### config.mk
export PLATFORM = sky130hd
export DESIGN_NAME = secondary_photon_tracking_table
export DESIGN_NICKNAME = d
export VERILOG_FILES = /design/src/sv/spt_pkg.sv /design/src/sv/spt_cell.sv /design/src/sv/spt_update.sv /design/src/sv/secondary_photon_tracking_table.sv
export VERILOG_INCLUDE_DIRS = /design/src /design/src/sv
export SDC_FILE = /design/constraint.sdc
export NUM_CORES = 2
export LEC_CHECK = 0
export BUFFER_PORTS_ARGS = -buffer_cell sky130_fd_sc_hd__buf_2
export CAP_MARGIN = 20
export CELL_PAD_IN_SITES_DETAIL_PLACEMENT = 1
export CELL_PAD_IN_SITES_GLOBAL_PLACEMENT = 1
export CORE_MARGIN = 4
export CORE_UTILIZATION = 48
export CTS_CLUSTER_SIZE = 30
export DETAILED_ROUTE_END_ITERATION = 8
export GPL_ROUTABILITY_DRIVEN = 0
export HOLD_SLACK_MARGIN = 0.15
export PLACE_DENSITY = 0.74
export RECOVER_POWER = 100
export SKIP_CTS_REPAIR_TIMING = 1
export SLEW_MARGIN = 30
export SYNTH_ARGS = -nofsm -noshare
export SYNTH_HDL_FRONTEND = slang
export SYNTH_SLANG_ARGS = --single-unit
### constraint.sdc
create_clock -name clk -period 49.6 [get_ports clk]
set_clock_uncertainty 0.05 [all_clocks]
set_input_delay 14.88 -clock clk [delete_from_list [all_inputs] [get_ports clk]]
set_output_delay 14.88 -clock clk [all_outputs]
set_load 0.005 [all_outputs]
### src/sv/secondary_photon_tracking_table_defines.svh
// Assertion macros for the photon tracking table.
`ifndef SECONDARY_PHOTON_TRACKING_TABLE_DEFINES_SVH
`define SECONDARY_PHOTON_TRACKING_TABLE_DEFINES_SVH

`ifndef ASSERT_OFF
`define SPT_ASSERT_CK(lbl, ck, rstn, prop, msg) \
	lbl: assert property (@(posedge ck) disable iff (!rstn) prop) else $error(msg);
`define SPT_ASSERT(lbl, prop, msg) `SPT_ASSERT_CK(lbl, clk, arst_n, prop, msg)
`else
`define SPT_ASSERT_CK(lbl, ck, rstn, prop, msg)
`define SPT_ASSERT(lbl, prop, msg)
`endif

`endif

### src/sv/spt_pkg.sv
// Shared types and constants of the photon tracking table.
`timescale 1ns / 1ps

package spt_pkg;

	localparam int TABLE_ENTRIES = 16;

	localparam logic [23:0] PARENT_PRIMARY = 24'd1;

	localparam logic [1:0] KIND_STEP  = 2'd0;
	localparam logic [1:0] KIND_CLEAR = 2'd1;
	localparam logic [1:0] KIND_READ  = 2'd2;

	localparam logic [2:0] ST_NONE     = 3'd0;
	localparam logic [2:0] ST_INSERTED = 3'd1;
	localparam logic [2:0] ST_UPDATED  = 3'd2;
	localparam logic [2:0] ST_ACCUM    = 3'd3;
	localparam logic [2:0] ST_DROPPED  = 3'd4;

	typedef enum logic [1:0] {
		MODE_PHOTON,
		MODE_MARKER,
		MODE_DAUGHTER,
		MODE_READ
	} mode_t;

	typedef struct packed {
		logic [23:0]        particle;
		logic signed [15:0] volume;
		logic [23:0]        energy;
		logic [31:0]        loss;
		logic [15:0]        hits;
	} entry_t;

	typedef struct packed {
		mode_t              mode;
		logic               in_use;
		logic               at_tail;
		logic               found;
		logic signed [15:0] carry;
		logic [23:0]        pid;
		logic [23:0]        par;
		logic signed [7:0]  ptype;
		logic [14:0]        vol;
		logic [23:0]        ene;
		logic [23:0]        loss;
	} upd_in_t;

	typedef struct packed {
		logic               match;
		logic               append;
		logic signed [15:0] carry;
	} upd_out_t;

endpackage

### src/sv/spt_cell.sv
// One table cell: holds one entry and passes it on along the ring.
`timescale 1ns / 1ps

module spt_cell (
	input  logic            clk,
	input  logic            shift,
	input  spt_pkg::entry_t d,
	output spt_pkg::entry_t q
);

	spt_pkg::entry_t entry_q;

	always_ff @(posedge clk) begin
		if (shift) begin
			entry_q <= d;
		end
	end

	assign q = entry_q;

endmodule

### src/sv/spt_update.sv
// Head unit: matches and rewrites the entry leaving the ring head.
`timescale 1ns / 1ps

module spt_update (
	input  spt_pkg::entry_t  head,
	input  spt_pkg::upd_in_t ctl,
	output spt_pkg::entry_t  nxt,
	output spt_pkg::upd_out_t res
);

	logic [32:0]        loss_sum;
	logic signed [15:0] carry_new;
	logic               ph_match;
	logic               dt_match;
	logic               app;

	always_comb begin
		loss_sum  = {1'b0, head.loss} + 33'(ctl.loss);
		carry_new = (head.hits != 16'd0) ? head.volume : ctl.carry;
		ph_match  = (ctl.mode == spt_pkg::MODE_PHOTON) && ctl.in_use && !ctl.found
			&& (head.particle == ctl.pid) && (head.volume > 16'sd0);
		dt_match  = (ctl.mode == spt_pkg::MODE_DAUGHTER) && ctl.in_use
			&& (head.particle == ctl.par);
		app       = ctl.at_tail && (((ctl.mode == spt_pkg::MODE_PHOTON) && !ctl.found)
			|| (ctl.mode == spt_pkg::MODE_MARKER));

		nxt       = head;
		res.match = ph_match || dt_match;
		res.append = app;
		res.carry = ctl.carry;

		if (ph_match) begin
			nxt.volume = $signed({1'b0, ctl.vol});
		end
		if (dt_match) begin
			res.carry  = carry_new;
			nxt.volume = carry_new;
			nxt.loss   = loss_sum[32] ? 32'hFFFF_FFFF : loss_sum[31:0];
			nxt.hits   = (head.hits == 16'hFFFF) ? head.hits : head.hits + 16'd1;
		end
		if (app) begin
			nxt.particle = ctl.pid;
			nxt.volume   = (ctl.mode == spt_pkg::MODE_PHOTON) ? $signed({1'b0, ctl.vol})
				: 16'(ctl.ptype);
			nxt.energy   = ctl.ene;
			nxt.loss     = '0;
			nxt.hits     = '0;
		end
	end

endmodule

### src/sv/secondary_photon_tracking_table.sv
// Top level: ring of table cells, head update unit and item sequencer.
// Steps that search the table and read out of a filled table hold busy for one ring turn;
// no new item is accepted while busy. Clear, ignored words, empty read out and steps
// answered at once keep busy low and may follow every cycle. Results cannot be stalled.
// arst_n clears the fill count, the threshold and all control; cell contents stay unknown.
`timescale 1ns / 1ps
`include "secondary_photon_tracking_table_defines.svh"

module secondary_photon_tracking_table #(
	parameter int TABLE_ENTRIES = spt_pkg::TABLE_ENTRIES
) (
	input  logic               clk,
	input  logic               arst_n,
	input  logic               min_energy_we,
	input  logic [23:0]        min_energy,
	input  logic               start,
	output logic               busy,
	input  logic [1:0]         kind,
	input  logic [23:0]        track_id,
	input  logic [23:0]        parent_id,
	input  logic signed [7:0]  particle_type,
	input  logic [14:0]        step_volume,
	input  logic [23:0]        energy,
	input  logic [23:0]        energy_loss,
	output logic               strobe,
	output logic [2:0]         status,
	output logic               entry_valid,
	output logic [23:0]        entry_particle,
	output logic signed [15:0] entry_volume,
	output logic [23:0]        entry_energy,
	output logic [31:0]        entry_loss,
	output logic [15:0]        entry_hits,
	output logic               last
);

	localparam int IDX_W = $clog2(TABLE_ENTRIES);
	localparam int CNT_W = $clog2(TABLE_ENTRIES + 1);
	localparam logic [IDX_W-1:0] IDX_END = IDX_W'(TABLE_ENTRIES - 1);

	typedef enum logic {S_IDLE, S_WALK} state_t;

	state_t              state_q;
	spt_pkg::mode_t      mode_q;
	logic [IDX_W-1:0]    idx_q;
	logic [CNT_W-1:0]    used_q;
	logic [23:0]         min_energy_q;
	logic                found_q;
	logic                app_q;
	logic signed [15:0]  carry_q;
	logic [23:0]         pid_q;
	logic [23:0]         par_q;
	logic signed [7:0]   ptype_q;
	logic [14:0]         vol_q;
	logic [23:0]         ene_q;
	logic [23:0]         loss_q;

	logic                strobe_q;
	logic [2:0]          status_q;
	logic                entry_valid_q;
	spt_pkg::entry_t     entry_q;
	logic                last_q;

	spt_pkg::entry_t     cell_q [TABLE_ENTRIES];
	spt_pkg::entry_t     upd_entry;
	spt_pkg::upd_in_t    upd_in;
	spt_pkg::upd_out_t   upd_out;

	logic                walking;
	logic [CNT_W-1:0]    idx_ext;
	logic                found_nxt;
	logic                app_nxt;
	logic                photon_ok;

	assign walking   = (state_q == S_WALK);
	assign idx_ext   = CNT_W'(idx_q);
	assign found_nxt = found_q || upd_out.match;
	assign app_nxt   = app_q || upd_out.append;
	assign photon_ok = (track_id != spt_pkg::PARENT_PRIMARY)
		&& (parent_id == spt_pkg::PARENT_PRIMARY) && (energy > min_energy_q);

	genvar gi;
	generate
		for (gi = 0; gi < TABLE_ENTRIES; gi++) begin : g_cell
			spt_pkg::entry_t cell_d;
			if (gi == TABLE_ENTRIES - 1) begin : g_tail
				assign cell_d = upd_entry;
			end else begin : g_mid
				assign cell_d = cell_q[gi + 1];
			end
			spt_cell u_cell (
				.clk   (clk),
				.shift (walking),
				.d     (cell_d),
				.q     (cell_q[gi])
			);
		end
	endgenerate

	always_comb begin
		upd_in.mode    = mode_q;
		upd_in.in_use  = idx_ext < used_q;
		upd_in.at_tail = idx_ext == used_q;
		upd_in.found   = found_q;
		upd_in.carry   = carry_q;
		upd_in.pid     = pid_q;
		upd_in.par     = par_q;
		upd_in.ptype   = ptype_q;
		upd_in.vol     = vol_q;
		upd_in.ene     = ene_q;
		upd_in.loss    = loss_q;
	end

	spt_update u_update (
		.head (cell_q[0]),
		.ctl  (upd_in),
		.nxt  (upd_entry),
		.res  (upd_out)
	);

	always_ff @(posedge clk or negedge arst_n) begin
		if (!arst_n) begin
			state_q       <= S_IDLE;
			mode_q        <= spt_pkg::MODE_READ;
			idx_q         <= '0;
			used_q        <= '0;
			min_energy_q  <= '0;
			found_q       <= 1'b0;
			app_q         <= 1'b0;
			carry_q       <= '0;
			pid_q         <= '0;
			par_q         <= '0;
			ptype_q       <= '0;
			vol_q         <= '0;
			ene_q         <= '0;
			loss_q        <= '0;
			strobe_q      <= 1'b0;
			status_q      <= spt_pkg::ST_NONE;
			entry_valid_q <= 1'b0;
			entry_q       <= '0;
			last_q        <= 1'b0;
		end else begin
			strobe_q      <= 1'b0;
			status_q      <= spt_pkg::ST_NONE;
			entry_valid_q <= 1'b0;
			entry_q       <= '0;
			last_q        <= 1'b0;
			if (min_energy_we) begin
				min_energy_q <= min_energy;
			end
			unique case (state_q)
				S_IDLE: begin
					if (start) begin
						idx_q   <= '0;
						found_q <= 1'b0;
						app_q   <= 1'b0;
						carry_q <= $signed({1'b0, step_volume});
						pid_q   <= track_id;
						par_q   <= parent_id;
						ptype_q <= particle_type;
						vol_q   <= step_volume;
						ene_q   <= energy;
						loss_q  <= energy_loss;
						priority if (kind == spt_pkg::KIND_CLEAR) begin
							used_q   <= '0;
							strobe_q <= 1'b1;
							last_q   <= 1'b1;
						end else if (kind == spt_pkg::KIND_READ) begin
							if (used_q == '0) begin
								strobe_q <= 1'b1;
								last_q   <= 1'b1;
							end else begin
								mode_q  <= spt_pkg::MODE_READ;
								state_q <= S_WALK;
							end
						end else if (kind == spt_pkg::KIND_STEP) begin
							priority if (particle_type == 8'sd0) begin
								if (photon_ok) begin
									mode_q  <= spt_pkg::MODE_PHOTON;
									state_q <= S_WALK;
								end else begin
									strobe_q <= 1'b1;
									last_q   <= 1'b1;
								end
							end else if (particle_type[7]) begin
								mode_q  <= spt_pkg::MODE_MARKER;
								state_q <= S_WALK;
							end else if (parent_id == spt_pkg::PARENT_PRIMARY) begin
								strobe_q <= 1'b1;
								last_q   <= 1'b1;
							end else begin
								mode_q  <= spt_pkg::MODE_DAUGHTER;
								state_q <= S_WALK;
							end
						end else begin
							strobe_q <= 1'b1;
							last_q   <= 1'b1;
						end
					end
				end
				S_WALK: begin
					idx_q   <= (idx_q == IDX_END) ? '0 : idx_q + IDX_W'(1);
					found_q <= found_nxt;
					app_q   <= app_nxt;
					carry_q <= upd_out.carry;
					if (mode_q == spt_pkg::MODE_READ && upd_in.in_use) begin
						strobe_q      <= 1'b1;
						entry_valid_q <= 1'b1;
						entry_q       <= cell_q[0];
						last_q        <= idx_ext == used_q - CNT_W'(1);
					end
					if (idx_q == IDX_END) begin
						state_q <= S_IDLE;
						if (mode_q != spt_pkg::MODE_READ) begin
							strobe_q <= 1'b1;
							last_q   <= 1'b1;
							if (app_nxt) begin
								used_q <= used_q + CNT_W'(1);
							end
							unique case (mode_q)
								spt_pkg::MODE_DAUGHTER:
									status_q <= found_nxt ? spt_pkg::ST_ACCUM : spt_pkg::ST_NONE;
								spt_pkg::MODE_PHOTON:
									status_q <= found_nxt ? spt_pkg::ST_UPDATED
										: (app_nxt ? spt_pkg::ST_INSERTED : spt_pkg::ST_DROPPED);
								default:
									status_q <= app_nxt ? spt_pkg::ST_INSERTED
										: spt_pkg::ST_DROPPED;
							endcase
						end
					end
				end
				default: state_q <= S_IDLE;
			endcase
		end
	end

	assign busy           = walking;
	assign strobe         = strobe_q;
	assign status         = status_q;
	assign entry_valid    = entry_valid_q;
	assign entry_particle = entry_q.particle;
	assign entry_volume   = entry_q.volume;
	assign entry_energy   = entry_q.energy;
	assign entry_loss     = entry_q.loss;
	assign entry_hits     = entry_q.hits;
	assign last           = last_q;

	`SPT_ASSERT(a_used_bound, used_q <= CNT_W'(TABLE_ENTRIES), "fill count beyond table size")
	`SPT_ASSERT(a_used_step, used_q != $past(used_q) |-> used_q == '0 || used_q == $past(used_q) + CNT_W'(1), "fill count jumped")
	`SPT_ASSERT(a_read_walks, start && !busy && kind == spt_pkg::KIND_READ && used_q != '0 |=> busy, "read out of filled table did not walk")
	`SPT_ASSERT(a_entry_strobe, entry_valid |-> strobe && status == spt_pkg::ST_NONE, "entry word without strobe")

endmodule
## Word-level counts from Yosys, hierarchy flattened

Cells that the tools add are included.

| storage, ports and cells | value |
|---|---|
| register bits after elaboration | 2083 |
| input port bits | 149 |
| output and inout bits | 119 |
| word-level logic and storage cells | 230 |

| operators by class | value |
|---|---|
| $add $sub $neg | 5 |
| $lt $le $gt $ge | 3 |
| equality and inequality tests | 23 |
| muxes and demuxes | 68 |
| bitwise gates (word level) | 2 |
| reduce and logical (&&, ||, !) cells | 26 |

Operators by type and width:

| kind | count |
|---|---|
| $mux 112 | 3 |
| $mux 16 | 7 |
| $eq 24x24->1 | 2 |
| $mux 48 | 1 |
| $add 32x24->33 | 1 |
| $mux 32 | 1 |
| $pmux 16 s2 | 1 |
| $mux 1 | 27 |
| $mux 5 | 5 |
| $eq 24x1->1 const B | 1 |
| $gt 24x24->1 | 1 |
| $ne 24x1->1 const B | 1 |
| $add 16x1->16 const B | 1 |
| $eq 16x16->1 const B | 1 |
| $gt 16x1->1 const B | 1 |
| $mux 2 | 8 |
| $reduce_bool 16->1 | 1 |
| $mux 3 | 5 |
| $logic_and 1x1->1 | 11 |
| $eq 4x5->1 | 2 |
| $pmux 1 s2 | 5 |
| $pmux 5 s2 | 1 |
| $logic_not 8->1 | 1 |
| $mux 4 | 2 |
| 22 further kinds | 37 |

## Longest topological paths before layout

| logic depth | value |
|---|---|
| word-level depth | 12 |
| depth in mapped cells | 12 |
| gate-level depth less buffers | 11 |

## Hierarchy

A second synthesis with hierarchy kept.

| second synthesis, totals | value |
|---|---|
| cells, all modules | 3616 |
| area total of the unflattened synthesis | 69693.1 um^2 |

By module, submodules not included:

| module | times used | cells an instance | area an instance (um^2) | seq. area each (um^2) |
|---|---|---|---|---|
| spt_cell | 16 | 112 | 3363.2 | 3363.2 |
| secondary_photon_tracking_table | 1 | 1126 | 11478.5 | 7284.5 |
| spt_update | 1 | 698 | 4403.0 | 0.0 |

## Least setup slack after synthesis

OpenSTA, ideal clock, no wires.

| timing path | value |
|---|---|
| path type | flip-flop to output port |
| start | register state_q (netlist: busy) |
| end | output port busy |
| arrival time | 36696 ps |
| data required time | 34670 ps |
| slack | -2026 ps |
| stages on the path, launching flop included | 1 |
| buffers on the path | 0 |
| path through | dfrtp_1 |

RTL lines:

| element | line | source |
|---|---|---|
| from (decl) | secondary_photon_tracking_table.sv:42 | `state_t state_q;` |
| from (signal assigned) | secondary_photon_tracking_table.sv:122 | `state_q <= S_IDLE;` |
| from (signal assigned) | secondary_photon_tracking_table.sv:173 | `state_q <= S_WALK;` |
| from (signal assigned) | secondary_photon_tracking_table.sv:179 | `state_q <= S_WALK;` |
| to (decl) | secondary_photon_tracking_table.sv:17 | `output logic busy,` |

No word-level cell between the ends.

==> metrics <==
via density per instance 5.26; kind of cell with the highest combined delay on the critical path buffers and inverters; cell occurring most often along the worst timing path sky130_fd_sc_hd__clkbuf_1; Antenna Nets Post-Route 0; result of the run finished with violations; Reg2Reg Launch Point busy; buffers and inverters on the worst path 2; via count of the first global-routing pass 33.6k; slew at the pin closest to its max-slew limit 7.91 ns; most area-consuming cells after synthesis sky130_fd_sc_hd__edfxtp_1 (78%), sky130_fd_sc_hd__dfrtp_1 (10%), sky130_fd_sc_hd__nand2_1 (3.1%); later-pin clock latency in the skew report 0.81 ns; relative slew slack -427%; cell row count 139; master of the slowest instance on the critical path sky130_fd_sc_hd__clkbuf_1; antenna violations before repair 15; top flip-flop cell by instance count after synthesis sky130_fd_sc_hd__edfxtp_1; fraction of registers with async set or reset after synthesis 14.0%; final critical delay including setup and external delays 23.98 ns; Post-synth EDFFs 1792; die height 388 um; total number of clock tree sinks 2083; Leakage Power 0.0304 uW; aggregate global-route resource usage 18.8%; Setup TNS Final 0 ns; cells on worst reg2reg path 4; commonest non-fill, non-tap cell in the layout sky130_fd_sc_hd__edfxtp_1; final standard cell count with taps included and fillers excluded 6089; global-route wire length before repair 211000 um; pin count of the biggest net entering global routing 203; Final Routed Wirelength 141000 um; Crit. Startpoint arst_n; worst r2r dst g_cell[9].u_cell.q[23]; die extent in x 388 um; critical path startpoint category primary input; clock root buffer sky130_fd_sc_hd__clkbuf_16; DIE AREA 150000 um2; critical-path cell list clkbuf_1, clkbuf_1; I/O pins 268; critical path's largest stage delay 5.65 ns; Final Slew Violations 2685; number of warnings issued by yosys 0; layout filler cell count 12.8k; post-detailed-placement half-perimeter wirelength 88300 um; worst hold slack 0.358 ns; htree depth 4; number of cells produced by synthesis 3586; Hold Crit Start g_cell[14].u_cell.q[53]; multi-input logic area 7440 um2; number of placed instances with taps included 5697; worst vdd ir 38.2 uV; final net count 4206; Synth area leader sky130_fd_sc_hd__edfxtp_1; DRC violation total after the first TritonRoute iteration 2865; #FFs+latches synth 2083; overflow left after global routing 0; vias after detailed routing 32.0k; worst hold-check path type reg2reg; unique cell type count in the Yosys netlist 67; hold worst-path end g_cell[13].u_cell.q[53]; post-route total power 5820 uW; drt wl/cell 23.2 um; Syn Nets 3793; clock slew seen by the registers of the worst setup and hold paths 0.06 ns; slack of the worst reg-to-reg path 36.20 ns; Area Growth Syn to Fin 14.6%; CTS tree done; worst endpoint data arrival time 22.85 ns; hold-critical path depth 0; maximum fanout count along the critical path 129; deepest clock path buffer count 3; unrepaired setup endpoints after global routing false; share of synthesized area occupied by flip-flops and latches 88.4%; drc violations 0; area taken by flip-flops and latches 61100 um2; violations in the final reports capacitance limit, slew limit; Final Hold Vio Count 0; Core Region 143000 um2; synthesized area divided by synthesized cell count 19.3 um2; most used cells in the layout excluding fill and tap cells sky130_fd_sc_hd__edfxtp_1 (1792), sky130_fd_sc_hd__nand2_1 (576), sky130_fd_sc_hd__dfrtp_1 (289); data required time of the critical path 48.47 ns; Setup crit end kind asynchronous set/reset pin; Initial Utilization 48.3%; share of the synthesized area in the top cell type 77.8%; Final Setup Violations 0; Worst Setup Path Type in2async; final worst path period share 48.3%; fraction of layout instances using a drive strength above 1 12.3%; area of the mapped netlist 69200 um2; Power per Cell Area 73.5 nW/um2; Max-Cap Viols 37; CTS buffer count 200; Final Util 55.3%; Max Clock Freq 41.7 MHz; TritonRoute pass-1 iters 5; Port Buf Inserts 267
report_power, final:
part / total [uW] / internal [uW] / switching [uW] / leakage [uW]
clock: 1510 / 887 / 627 / 0.00326
sequential: 3540 / 3170 / 376 / 0.0221
combinational: 765 / 215 / 550 / 0.00502
final cells by class:
cell class                      instances  area share [%]
Tap cell                             1903            3.01
Multi-Input combinational cell       1350            9.39
Timing Repair Buffer                  310            1.82
Clock buffer                          280            7.12
Antenna cell                           11          0.0347
Sequential cell                      2083            77.1
Inverter                               54           0.256
Clock inverter                         98            1.26
how the worst max path moves through the flow:
stage / to / slack [ns] / cells after the start
floorplan: busy / 14.84 / 0
global placement: mode_q[1] / 31.31 / 9
detailed placement: mode_q[0] / 31.27 / 9
CTS: mode_q[0] / 32.15 / 9
global route: par_q[8] / 23.73 / 2
finish: pid_q[10] / 25.62 / 2
state kept, by name, indices dropped and copies added (netlist names), 4 cells and up:
name,cells
entry_volume,16
pid_q,24
loss_q,24
g_cell.u_cell.q,1792
idx_q,4
entry_particle,24
ptype_q,8
min_energy_q,24
entry_hits,16
par_q,24
vol_q,15
ene_q,24
carry_q,16
entry_loss,32
entry_energy,24
used_q,5
synth_stat cells, drive strengths merged, types with 10 or more instances:
cell type / number
a211oi: 13
a21o: 10
a21oi: 93
a31oi: 11
and3: 122
buf: 13
clkbuf: 86
dfrtp: 289
edfxtp: 1792
ha: 57
inv: 54
mux2i: 11
nand2: 576
nand3: 26
nand4: 28
nor2: 63
nor3: 16
nor4: 26
o211ai: 10
o21ai: 91
o22a: 15
o22ai: 19
xnor2: 45
xor2: 41
cells by family after synthesis:
| family | synth area share, % |
|---|---|
| AND/OR/NAND/NOR | 5.84 |
| buffers and inverters | 0.883 |
| XOR/XNOR | 1.09 |
| adder cells (fa/ha/maj) | 1.06 |
| AO/OA/AOI/OAI | 2.60 |
| multiplexers | 0.176 |
| flip-flops | 88.4 |
metal layers:
layer  global-route usage (%)  part of all wire (%)
met1                     27.3                    44
met3                     4.17                   6.5
met5                        0                 0.017
met4                     6.60                   3.1
met2                     28.5                    46
per-stage QoR:
step	area, um2	setup slack (ns)
global placement	72800	31.31
global route	79200	23.73
finish	79200	25.62
detailed placement	72900	31.27
floorplan	69200	14.84
CTS	79500	32.15
Power figures use the tool's default switching activity.
